--- src/rtl/core/yuv_ups_pkg.sv ---
// ============================================================================
// yuv_ups_pkg
// Shared types and constants of the YUYV to YUV 4:4:4 chroma upsampler.
// ============================================================================
package yuv_ups_pkg;

    localparam int MAX_PAIRS    = 2048;
    localparam int PAIR_POS_W   = $clog2(MAX_PAIRS);
    localparam int CFG_W        = 12;
    localparam int CFG_RESET    = 320;
    localparam int SAMPLE_W     = 8;
    localparam int IN_DATA_W    = 4 * SAMPLE_W;
    localparam int OUT_DATA_W   = 3 * SAMPLE_W;
    localparam int FIFO_DEPTH   = 2;
    localparam int FIFO_PTR_W   = (FIFO_DEPTH > 1) ? $clog2(FIFO_DEPTH) : 1;
    localparam int FIFO_CNT_W   = $clog2(FIFO_DEPTH + 1);

    typedef logic [SAMPLE_W-1:0] sample_t;

    typedef struct packed {
        sample_t chroma_red;
        sample_t luma_odd;
        sample_t chroma_blue;
        sample_t luma_even;
    } pair_t;

    typedef struct packed {
        logic  emit_held;
        logic  ends;
        pair_t held;
        pair_t cur;
    } cmd_t;

    typedef enum logic [1:0] {
        KIND_HELD_EVEN = 2'd0,
        KIND_HELD_ODD  = 2'd1,
        KIND_CUR_EVEN  = 2'd2,
        KIND_CUR_ODD   = 2'd3
    } pix_kind_t;

endpackage

--- src/rtl/core/yuv_ups_front.sv ---
// ============================================================================
// yuv_ups_front
// Accepts YUYV pairs, tracks the line position and issues pixel commands.
// ============================================================================
module yuv_ups_front
(
    input  logic                                  clk,
    input  logic                                  rst_n,
    input  logic                                  s_axis_tvalid,
    output logic                                  s_axis_tready,
    input  logic [yuv_ups_pkg::IN_DATA_W-1:0]     s_axis_tdata,
    input  logic                                  cfg_valid,
    output logic                                  cfg_ready,
    input  logic [yuv_ups_pkg::CFG_W-1:0]         cfg_data,
    output logic                                  push_valid,
    input  logic                                  push_ready,
    output yuv_ups_pkg::cmd_t                     push_cmd
);

    logic [yuv_ups_pkg::CFG_W-1:0]      pairs_per_line_reg;
    logic [yuv_ups_pkg::PAIR_POS_W-1:0] pos_reg;
    logic [yuv_ups_pkg::PAIR_POS_W-1:0] pos_next;
    yuv_ups_pkg::pair_t                 held_reg;
    yuv_ups_pkg::pair_t                 cur;
    logic [yuv_ups_pkg::PAIR_POS_W-1:0] last_pos;
    logic [yuv_ups_pkg::CFG_W-1:0]      cfg_minus_one;
    logic                               ends;
    logic                               accept;

    assign cfg_ready     = 1'b1;
    assign s_axis_tready = push_ready;
    assign accept        = s_axis_tvalid && push_ready;
    assign cur           = yuv_ups_pkg::pair_t'(s_axis_tdata);
    assign cfg_minus_one = pairs_per_line_reg - yuv_ups_pkg::CFG_W'(1);

    always_comb
    begin
        if (pairs_per_line_reg == '0)
        begin
            last_pos = '0;
        end
        else if (pairs_per_line_reg > yuv_ups_pkg::CFG_W'(yuv_ups_pkg::MAX_PAIRS))
        begin
            last_pos = yuv_ups_pkg::PAIR_POS_W'(yuv_ups_pkg::MAX_PAIRS - 1);
        end
        else
        begin
            last_pos = cfg_minus_one[yuv_ups_pkg::PAIR_POS_W-1:0];
        end
    end

    assign ends     = (pos_reg >= last_pos);
    assign pos_next = ends ? '0 : pos_reg + yuv_ups_pkg::PAIR_POS_W'(1);

    assign push_valid         = accept && ((pos_reg != '0) || ends);
    assign push_cmd.emit_held = (pos_reg != '0);
    assign push_cmd.ends      = ends;
    assign push_cmd.held      = held_reg;
    assign push_cmd.cur       = cur;

    always_ff @(posedge clk or negedge rst_n)
    begin
        if (!rst_n)
        begin
            pairs_per_line_reg <= yuv_ups_pkg::CFG_W'(yuv_ups_pkg::CFG_RESET);
            pos_reg            <= '0;
        end
        else
        begin
            if (cfg_valid)
            begin
                pairs_per_line_reg <= cfg_data;
            end
            if (accept)
            begin
                pos_reg <= pos_next;
            end
        end
    end

    always_ff @(posedge clk)
    begin
        if (accept)
        begin
            held_reg <= cur;
        end
    end

endmodule

--- src/rtl/core/yuv_ups_fifo.sv ---
// ============================================================================
// yuv_ups_fifo
// Short command queue between the front and back parts.
// ============================================================================
module yuv_ups_fifo
(
    input  logic               clk,
    input  logic               rst_n,
    input  logic               push_valid,
    output logic               push_ready,
    input  yuv_ups_pkg::cmd_t  push_cmd,
    output logic               pop_valid,
    input  logic               pop_ready,
    output yuv_ups_pkg::cmd_t  pop_cmd
);

    yuv_ups_pkg::cmd_t                  entries_reg [yuv_ups_pkg::FIFO_DEPTH];
    logic [yuv_ups_pkg::FIFO_PTR_W-1:0] wr_ptr_reg;
    logic [yuv_ups_pkg::FIFO_PTR_W-1:0] rd_ptr_reg;
    logic [yuv_ups_pkg::FIFO_CNT_W-1:0] count_reg;
    logic                               do_push;
    logic                               do_pop;

    assign push_ready = (count_reg != yuv_ups_pkg::FIFO_CNT_W'(yuv_ups_pkg::FIFO_DEPTH));
    assign pop_valid  = (count_reg != '0);
    assign pop_cmd    = entries_reg[rd_ptr_reg];
    assign do_push    = push_valid && push_ready;
    assign do_pop     = pop_valid && pop_ready;

    function automatic logic [yuv_ups_pkg::FIFO_PTR_W-1:0] ptr_inc
    (
        input logic [yuv_ups_pkg::FIFO_PTR_W-1:0] ptr
    );
        if (ptr == yuv_ups_pkg::FIFO_PTR_W'(yuv_ups_pkg::FIFO_DEPTH - 1))
        begin
            return '0;
        end
        return ptr + yuv_ups_pkg::FIFO_PTR_W'(1);
    endfunction

    always_ff @(posedge clk or negedge rst_n)
    begin
        if (!rst_n)
        begin
            wr_ptr_reg <= '0;
            rd_ptr_reg <= '0;
            count_reg  <= '0;
        end
        else
        begin
            if (do_push)
            begin
                wr_ptr_reg <= ptr_inc(wr_ptr_reg);
            end
            if (do_pop)
            begin
                rd_ptr_reg <= ptr_inc(rd_ptr_reg);
            end
            if (do_push && !do_pop)
            begin
                count_reg <= count_reg + yuv_ups_pkg::FIFO_CNT_W'(1);
            end
            else if (do_pop && !do_push)
            begin
                count_reg <= count_reg - yuv_ups_pkg::FIFO_CNT_W'(1);
            end
        end
    end

    always_ff @(posedge clk)
    begin
        if (do_push)
        begin
            entries_reg[wr_ptr_reg] <= push_cmd;
        end
    end

endmodule

--- src/rtl/core/yuv_ups_back.sv ---
// ============================================================================
// yuv_ups_back
// Expands each command into its 4:4:4 pixels, one per cycle while the
// output is not stalled, into a registered output stage.
// ============================================================================
module yuv_ups_back
(
    input  logic                                  clk,
    input  logic                                  rst_n,
    input  logic                                  cmd_valid,
    output logic                                  cmd_ready,
    input  yuv_ups_pkg::cmd_t                     cmd,
    output logic                                  m_axis_tvalid,
    input  logic                                  m_axis_tready,
    output logic [yuv_ups_pkg::OUT_DATA_W-1:0]    m_axis_tdata,
    output logic                                  m_axis_tlast,
    output logic                                  m_axis_tuser
);

    logic [1:0]                              idx_reg;
    logic [1:0]                              idx_next;
    logic                                    out_valid_reg;
    logic [yuv_ups_pkg::OUT_DATA_W-1:0]      out_data_reg;
    logic                                    out_last_reg;
    logic                                    out_user_reg;
    logic                                    out_free;
    logic                                    emit;
    logic                                    is_last;
    yuv_ups_pkg::pix_kind_t                  kind;
    yuv_ups_pkg::pix_kind_t                  last_kind;
    yuv_ups_pkg::sample_t                    pix_luma;
    yuv_ups_pkg::sample_t                    pix_cb;
    yuv_ups_pkg::sample_t                    pix_cr;
    logic [yuv_ups_pkg::SAMPLE_W:0]          sum_cb;
    logic [yuv_ups_pkg::SAMPLE_W:0]          sum_cr;

    assign out_free  = !out_valid_reg || m_axis_tready;
    assign emit      = cmd_valid && out_free;
    assign kind      = yuv_ups_pkg::pix_kind_t'((cmd.emit_held ? 2'd0 : 2'd2) + idx_reg);
    assign last_kind = cmd.ends ? yuv_ups_pkg::KIND_CUR_ODD : yuv_ups_pkg::KIND_HELD_ODD;
    assign is_last   = (kind == last_kind);
    assign cmd_ready = out_free && is_last;
    assign idx_next  = is_last ? 2'd0 : idx_reg + 2'd1;

    assign sum_cb = {1'b0, cmd.held.chroma_blue} + {1'b0, cmd.cur.chroma_blue};
    assign sum_cr = {1'b0, cmd.held.chroma_red} + {1'b0, cmd.cur.chroma_red};

    always_comb
    begin
        unique case (kind)
            yuv_ups_pkg::KIND_HELD_EVEN:
            begin
                pix_luma = cmd.held.luma_even;
                pix_cb   = cmd.held.chroma_blue;
                pix_cr   = cmd.held.chroma_red;
            end
            yuv_ups_pkg::KIND_HELD_ODD:
            begin
                pix_luma = cmd.held.luma_odd;
                pix_cb   = sum_cb[yuv_ups_pkg::SAMPLE_W:1];
                pix_cr   = sum_cr[yuv_ups_pkg::SAMPLE_W:1];
            end
            yuv_ups_pkg::KIND_CUR_EVEN:
            begin
                pix_luma = cmd.cur.luma_even;
                pix_cb   = cmd.cur.chroma_blue;
                pix_cr   = cmd.cur.chroma_red;
            end
            default:
            begin
                pix_luma = cmd.cur.luma_odd;
                pix_cb   = cmd.cur.chroma_blue;
                pix_cr   = cmd.cur.chroma_red;
            end
        endcase
    end

    always_ff @(posedge clk or negedge rst_n)
    begin
        if (!rst_n)
        begin
            idx_reg       <= 2'd0;
            out_valid_reg <= 1'b0;
        end
        else
        begin
            if (emit)
            begin
                idx_reg <= idx_next;
            end
            if (out_free)
            begin
                out_valid_reg <= cmd_valid;
            end
        end
    end

    always_ff @(posedge clk)
    begin
        if (emit)
        begin
            out_data_reg <= {pix_cr, pix_cb, pix_luma};
            out_last_reg <= (kind == yuv_ups_pkg::KIND_CUR_ODD);
            out_user_reg <= is_last;
        end
    end

    assign m_axis_tvalid = out_valid_reg;
    assign m_axis_tdata  = out_data_reg;
    assign m_axis_tlast  = out_last_reg;
    assign m_axis_tuser  = out_user_reg;

endmodule

--- src/rtl/core/yuyv_to_yuv444_upsampler.sv ---
// ============================================================================
// yuyv_to_yuv444_upsampler
// Converts YUYV 4:2:2 pairs into YUV 4:4:4 pixels with linear chroma
// interpolation. Each pair is held until the next pair of its line arrives;
// the first pair of a longer line yields nothing, later pairs yield two
// pixels and the last pair yields four; a one-pair line yields two. Pixels
// leave a registered output stage at one per cycle unless the output stalls,
// two per pair on average; a two-entry command queue lets the input keep
// accepting while the output expands earlier pairs. The line length register
// is taken at once and does not move the position within the current line.
// ============================================================================
module yuyv_to_yuv444_upsampler
(
    input  logic                                  clk,
    input  logic                                  rst_n,
    input  logic                                  s_axis_tvalid,
    output logic                                  s_axis_tready,
    // luma_even, chroma_blue, luma_odd, chroma_red
    input  logic [yuv_ups_pkg::IN_DATA_W-1:0]     s_axis_tdata,
    output logic                                  m_axis_tvalid,
    input  logic                                  m_axis_tready,
    // pix_luma, pix_cb, pix_cr
    output logic [yuv_ups_pkg::OUT_DATA_W-1:0]    m_axis_tdata,
    output logic                                  m_axis_tlast,
    // run_last
    output logic                                  m_axis_tuser,
    input  logic                                  cfg_valid,
    output logic                                  cfg_ready,
    input  logic [yuv_ups_pkg::CFG_W-1:0]         cfg_data
);

    logic              push_valid;
    logic              push_ready;
    yuv_ups_pkg::cmd_t push_cmd;
    logic              pop_valid;
    logic              pop_ready;
    yuv_ups_pkg::cmd_t pop_cmd;

    yuv_ups_front u_front
    (
        .clk           (clk),
        .rst_n         (rst_n),
        .s_axis_tvalid (s_axis_tvalid),
        .s_axis_tready (s_axis_tready),
        .s_axis_tdata  (s_axis_tdata),
        .cfg_valid     (cfg_valid),
        .cfg_ready     (cfg_ready),
        .cfg_data      (cfg_data),
        .push_valid    (push_valid),
        .push_ready    (push_ready),
        .push_cmd      (push_cmd)
    );

    yuv_ups_fifo u_fifo
    (
        .clk        (clk),
        .rst_n      (rst_n),
        .push_valid (push_valid),
        .push_ready (push_ready),
        .push_cmd   (push_cmd),
        .pop_valid  (pop_valid),
        .pop_ready  (pop_ready),
        .pop_cmd    (pop_cmd)
    );

    yuv_ups_back u_back
    (
        .clk           (clk),
        .rst_n         (rst_n),
        .cmd_valid     (pop_valid),
        .cmd_ready     (pop_ready),
        .cmd           (pop_cmd),
        .m_axis_tvalid (m_axis_tvalid),
        .m_axis_tready (m_axis_tready),
        .m_axis_tdata  (m_axis_tdata),
        .m_axis_tlast  (m_axis_tlast),
        .m_axis_tuser  (m_axis_tuser)
    );

endmodule

--- config.mk ---
export PLATFORM = sky130hd
export DESIGN_NAME = yuyv_to_yuv444_upsampler
export DESIGN_NICKNAME = d
export VERILOG_FILES = /design/src/rtl/core/yuv_ups_pkg.sv /design/src/rtl/core/yuv_ups_front.sv /design/src/rtl/core/yuv_ups_fifo.sv /design/src/rtl/core/yuv_ups_back.sv /design/src/rtl/core/yuyv_to_yuv444_upsampler.sv
export SDC_FILE = /design/constraint.sdc
export NUM_CORES = 1
export LEC_CHECK = 0
export BUFFER_PORTS_ARGS = -buffer_cell sky130_fd_sc_hd__buf_2
export CORE_MARGIN = 1.5
export CORE_UTILIZATION = 41
export DETAILED_ROUTE_END_ITERATION = 7
export GPL_TIMING_DRIVEN = 0
export HOLD_SLACK_MARGIN = 0.08
export PLACE_DENSITY = 0.55
export SKIP_CTS_REPAIR_TIMING = 1
export SLEW_MARGIN = 30
export SYNTH_ARGS = -nofsm -noshare
export SYNTH_HDL_FRONTEND = slang
export SYNTH_SLANG_ARGS = --single-unit
--- constraint.sdc ---
create_clock -name clk -period 10.6 [get_ports clk]
set_input_delay 3.18 -clock clk [delete_from_list [all_inputs] [get_ports clk]]
set_output_delay 3.18 -clock clk [all_outputs]
set_load 0.03 [all_outputs]
==> run metrics, run 1 <==
Post-Place Worst Slack 5.57 ns; final worst-path setup slack 6.07 ns; critical path required time 7.42 ns; critical path arrival 1.35 ns; Leakage around 4.2 nW; chain of cells forming the critical path nand2b_1 > buf_2; Synth async-reset ratio 0.136; Clk pin slew, worst setup/hold paths 0.06 ns; Global Route Usage Sum 0.166; GP Congestion 0.858; share of synthesized area occupied by flip-flops and latches 0.685; flip-flop and latch count after synthesis between 200 and 250; H-tree levels 1; outcome finished clean; Rel. slew slack 0.417; worst-path maximum fanout 4; pin count of the biggest net entering global routing 38; share of the clock period used by the worst path after layout 0.427; highest ir drop seen on vdd approximately 0.00017 V; Iter 0 DRT Violations 283; kind of critical path reg2out; ANT nets after route 0; number of failing hold endpoints at the final stage 0; global-route wire length before repair around 30,000 µm; total number of vias 5,452; # rows 55; net count of the finished layout 821; Yosys top cell by area sky130_fd_sc_hd__edfxtp_1; pwr dens 306 nW/µm²; source-to-sink clock delay at the later pin of the worst-skew pair 0.52 ns; count of unique library cells instantiated by Yosys 52; instance count of the mapped netlist 627; vias per cell 5.22; net count of the mapped netlist 707; buffer type at the clock tree root sky130_fd_sc_hd__clkbuf_16; upper clock frequency limit 221 MHz; number of buffers added by the clock tree synthesis step 24; Hold Crit Class reg2reg; via count of the first global-routing pass 5,718; final routed wirelength across all metal layers 19,100 µm; initial antenna violation count 1; mean instance size in the synthesized netlist 15.0 µm²; fin cells 1,045; Area contributors post-synth sky130_fd_sc_hd__edfxtp_1, sky130_fd_sc_hd__dfrtp_1, sky130_fd_sc_hd__mux2_2; effective utilization at floorplan 0.418; core box area 22,600 µm²; Avg WL per Cell ~18 µm; maximum clock insertion buffer count 3; predominant post-synthesis flop cell sky130_fd_sc_hd__edfxtp_1; Final Setup Violations 0; FILL cells 1,957; number of flip-flops under the largest register name 132; GRT overflow 0; placed cell count 1,000; unrepaired setup endpoints after global routing false; Die X 155 µm; endpoint kind of the worst setup timing path output port; share of the synthesized area in the top cell type 0.605; longest individual stage delay on the worst path 0.42 ns; number of enable flip-flop cells after synthesis 190; delay-heaviest family, CP flip-flops; Die Area ~24,000 µm²; Final Total Pwr about 3.4 mW; clock tree from TritonCTS yes; chip height 155 µm; count of maximum capacitance violations 0; final HPWL from detailed placement 13,200 µm; Worst Max-Slew Pin Slew between 0.8 and 0.9 ns; category of the worst setup path launch point register; area of the mapped netlist 9430 µm²; I/O Buffers 76; min Tclk post-route roughly 4.5 ns; Clock Skews 0.0129 ns; DRC violations left 0; Crit path buffers/inverters 1; Syn-to-layout area delta 17.9%; number of top-level design ports just under 80; layout cells sized above 1 0.265; total iterations of the first detailed-routing run 4; count of synthesis-stage warnings from yosys 0; CTS Sinks 220; Slew Limit Fails 0; crit path max-delay cell type sky130_fd_sc_hd__dfrtp_1
## metal layers
layer,part of all wire,vias up,GRT usage
met4,0.022,0,0.0495
met2,0.49,130,0.282
met5,0,-,0
li1,-,2618,-
met1,0.44,2675,0.218
met3,0.043,29,0.0300
## synth_stat cells, drive strengths merged, types with 4 or more instances
cell	n
clkbuf	8
dfrtp	28
a21oi	23
mux4	16
xor2	12
nand2b	9
nor4	4
edfxtp	190
nand4	4
buf	13
mux2i	6
a31oi	8
inv	11
or3	4
nor2	42
nand3	12
ha	29
nor3	11
mux2	39
a221oi	4
o21ai	31
nand2	62
a21o	11
xnor2	16
## final timing paths
kind	startpoint	endpoint	slack [ns]	cells past startpoint
worst max-delay path	u_fifo.count_reg[0]	s_axis_tready	6.07	2
worst min-delay path	u_front.push_cmd[39]	u_fifo.entries_reg[0][39]	0.44	0
worst max register to register	u_front.pairs_per_line_reg[0]	u_fifo.entries_reg[1][16]	6.49	15
worst min register to register	u_front.push_cmd[39]	u_fifo.entries_reg[0][39]	0.44	0
max in group asynchronous	rst_n	u_back.idx_reg[0]	7.44	1
min in group asynchronous	rst_n	u_front.pairs_per_line_reg[7]	2.70	1
## where the power goes
part           switching, mW  internal (mW)
Sequential            0.0879           1.25
Combinational          0.761          0.487
Clock                  0.327          0.487
Total                   1.18           2.23
## through the flow
stage | hold slack [ns] | area, µm² | utilization | TNS [ns]
2_1_floorplan | 0.421 | 9430 | - | 0
3_3_place_gp | 0.423 | 10200 | 0.450 | -58.04
3_5_place_dp | 0.431 | 10300 | 0.458 | 0
4_1_cts | 0.445 | 11100 | 0.492 | 0
5_1_grt | 0.449 | 11100 | 0.492 | 0
6_report | 0.443 | 11100 | 0.493 | 0
## layout make-up
| cell class | instances | area, µm² | share of cell area |
|---|---|---|---|
| antenna | 1 | 2.50 | 0.000225 |
| clock buffer | 26 | 608 | 0.0547 |
| timing repair buffer | 88 | 531 | 0.0477 |
| inverter | 11 | 41.3 | 0.00371 |
| multi-input combinational | 375 | 2850 | 0.256 |
| clock inverter | 18 | 173 | 0.0155 |
| tap | 285 | 357 | 0.0321 |
| buffer | 21 | 96.3 | 0.00867 |
| sequential | 220 | 6460 | 0.581 |
## kinds of logic (layout without fill, tap and decap cells)
family	Yosys count	after routing	share of synthesized area
AO/OA/AOI/OAI	91	91	0.0588
XOR/XNOR	28	28	0.0268
adder cells (fa/ha/maj)	31	31	0.0427
buffers and inverters	32	164	0.0146
flip-flops	220	220	0.685
multiplexers	61	61	0.0912
other	1	2	0.000398
AND/OR/NAND/NOR	163	163	0.0804
## cell usage in the layout, fill, tap and decap left out, drive strengths merged, types with 2 or more instances in the layout
cell type / instances
edfxtp: 190
buf: 101
nand2: 62
nor2: 42
mux2: 39
clkbuf: 34
o21ai: 31
ha: 29
dfrtp: 28
a21oi: 23
mux4: 16
xnor2: 16
clkinv: 14
nand3: 12
xor2: 12
a21o: 11
inv: 11
nor3: 11
nand2b: 9
a31oi: 8
mux2i: 6
a221oi: 4
nand4: 4
nor4: 4
or3: 4
a211oi: 3
bufinv: 3
and2: 3
a41o: 2
and3: 2
or2: 2
nor2b: 2
o211ai: 2
o31ai: 2
fa: 2
dfstp: 2
No activity file was read; power rests on OpenSTA's default activity.
==> run 2: changes to the inputs <==
--- a/config.mk
+++ b/config.mk
@@ -11,7 +11,7 @@
 export DETAILED_ROUTE_END_ITERATION = 7
 export GPL_TIMING_DRIVEN = 0
 export HOLD_SLACK_MARGIN = 0.08
-export PLACE_DENSITY = 0.55
+export PLACE_DENSITY = 0.57
 export SKIP_CTS_REPAIR_TIMING = 1
 export SLEW_MARGIN = 30
 export SYNTH_ARGS = -nofsm -noshare
==> constraint.sdc (replaced) <==
create_clock -name clk -period 4.13 [get_ports clk]
set_input_delay 1.239 -clock clk [delete_from_list [all_inputs] [get_ports clk]]
set_output_delay 1.239 -clock clk [all_outputs]
set_load 0.03 [all_outputs]
==> run metrics, run 2 (synthesized netlist as in run 1, its figures left out) <==
Leakage ~4.2 nW; most used cells in the layout excluding fill and tap cells sky130_fd_sc_hd__edfxtp_1, sky130_fd_sc_hd__buf_2, sky130_fd_sc_hd__nand2_1; via count of the first global-routing pass approximately 5,700; total number of vias 5,473; area used by multi-input combinational logic about 2900 µm²; total iterations of the first detailed-routing run 4; endpoint kind of the worst setup timing path register; H-tree levels 1; Die X roughly 150 µm; GP Congestion between 0.8 and 0.9; category of the worst setup path launch point register; pin count of the biggest net entering global routing 35; Clk pin slew, worst setup/hold paths 0.06 ns; highest ir drop seen on vdd 0.000399 V; Slew Limit Fails 0; Rel. slew slack 0.439; share of the clock period used by the worst path after layout 0.929; Die Area 23,900 µm²; initial antenna violation count 1; Global Route Usage Sum 0.161; worst-path maximum fanout 34; Non-Filler Cell Area, Final 11,200 µm²; Clock Skews 0.0217 ns; layout cells sized above 1 0.276; ANT nets after route 0; vias per cell 5.26; most common library cell in the layout ignoring fill and taps sky130_fd_sc_hd__edfxtp_1; count of maximum capacitance violations 0; Syn-to-layout area delta 18.6%; maximum clock insertion buffer count 3; core box area 22,600 µm²; number of top-level design ports 78; buffer type at the clock tree root sky130_fd_sc_hd__clkbuf_16; DRC violations left 0; min Tclk post-route between 3 and 4 ns; Worst Max-Slew Pin Slew 0.838 ns; unrepaired setup endpoints after global routing false; FILL cells 1,928; pwr dens 794 nW/µm²; outcome finished clean; GRT overflow 0; effective utilization at floorplan 0.418; number of failing hold endpoints at the final stage 0; number of buffers added by the clock tree synthesis step 24; number of antenna cells inserted 0; TNS Setup 0 ns; net count of the finished layout between 800 and 900; kind of critical path reg2reg; global-route wire length before repair 30,000 µm; final HPWL from detailed placement 12,600 µm; CTS Sinks 220; Hold Crit Class reg2reg; chip height 155 µm; placed standard-cell area around 10,000 µm²; number of flip-flops under the largest register name approximately 130; clock tree from TritonCTS yes; upper clock frequency limit 261 MHz; source-to-sink clock delay at the later pin of the worst-skew pair between 0.5 and 0.6 ns; critical path required time 4.38 ns; Avg WL per Cell 18.3 µm; footprint of the flip-flops and latches 6460 µm²; Final Setup Violations 0; I/O Buffers 76; # rows 55; final routed wirelength across all metal layers 19,000 µm; critical path arrival approximately 4.1 ns; Iter 0 DRT Violations 240
[run 2: cell count changes in the layout (fill, tap and decap cells not counted), sizes merged]
cell / before / now
clkinv: 14 / 13
diode: 1 / 0
bufinv: 3 / 5
buf: 101 / 97
and2: 3 / 4
clkbuf: 34 / 33
[run 2: layout make-up]
type                            instances  area share
Sequential cell                       220       0.578
Multi-Input combinational cell        376       0.257
Clock buffer                           25      0.0549
Timing Repair Buffer                   84      0.0447
Tap cell                              285      0.0319
Clock inverter                         19      0.0212
Buffer                                 21     0.00862
Inverter                               11     0.00369
[run 2: where the power goes]
group / switching (mW) / internal, mW
clock network: 0.856 / 1.40
logic: 1.95 / 1.24
registers: 0.227 / 3.21
total: 3.03 / 5.84
[run 2: worst max-delay path, stage by stage, from the launching register on]
cell and delay, ns:
sky130_fd_sc_hd__dfrtp_1 0.44, sky130_fd_sc_hd__nor3_2 0.22, sky130_fd_sc_hd__nand3b_1 0.16, sky130_fd_sc_hd__or3_4 0.37, sky130_fd_sc_hd__or3_1 0.30, sky130_fd_sc_hd__buf_2 0.16
sky130_fd_sc_hd__a21oi_1 0.16, sky130_fd_sc_hd__ha_1 0.28, sky130_fd_sc_hd__a41o_1 0.22, sky130_fd_sc_hd__a21oi_1 0.10, sky130_fd_sc_hd__o21ai_1 0.13, sky130_fd_sc_hd__a211oi_2 0.39
sky130_fd_sc_hd__nor2_2 0.15, sky130_fd_sc_hd__and2_4 0.27, sky130_fd_sc_hd__buf_12 0.22
[run 2: final timing paths]
kind | to | depth (start not counted) | from | slack (ns)
setup / recovery | u_fifo.entries_reg[1][65] | 14 | u_front.pairs_per_line_reg[2] | 0.29
hold / removal | u_fifo.entries_reg[0][38] | 0 | u_front.push_cmd[38] | 0.43
setup reg to reg | u_fifo.entries_reg[1][65] | 14 | u_front.pairs_per_line_reg[2] | 0.29
hold reg to reg | u_fifo.entries_reg[0][38] | 0 | u_front.push_cmd[38] | 0.43
max in group asynchronous | u_fifo.rd_ptr_reg | 1 | rst_n | 2.90
min in group asynchronous | u_back.idx_reg[0] | 1 | rst_n | 0.77
[run 2: metrics by stage]
stage / setup WS [ns] / total power [mW] / hold slack, ns / utilization / std cells
finish: 0.293 / 8.88 / 0.428 / 0.495 / 1041
global placement: -1.39 / 6.49 / 0.422 / 0.451 / 988
global route: 0.0203 / 9.43 / 0.449 / 0.495 / 1041
CTS: 0.138 / 8.95 / 0.427 / 0.495 / 1040
detailed placement: 0.171 / 6.66 / 0.430 / 0.457 / 996
floorplan: -0.228 / 5.70 / 0.421 / - / 627
[run 2: layer usage]
| metal | part of all wire | vias to the layer above | GRT usage |
|---|---|---|---|
| met5 | 0.00053 | - | 0 |
| met4 | 0.022 | 2 | 0.0462 |
| met3 | 0.051 | 28 | 0.0300 |
| met2 | 0.49 | 131 | 0.279 |
| met1 | 0.44 | 2704 | 0.207 |
| li1 | - | 2608 | - |
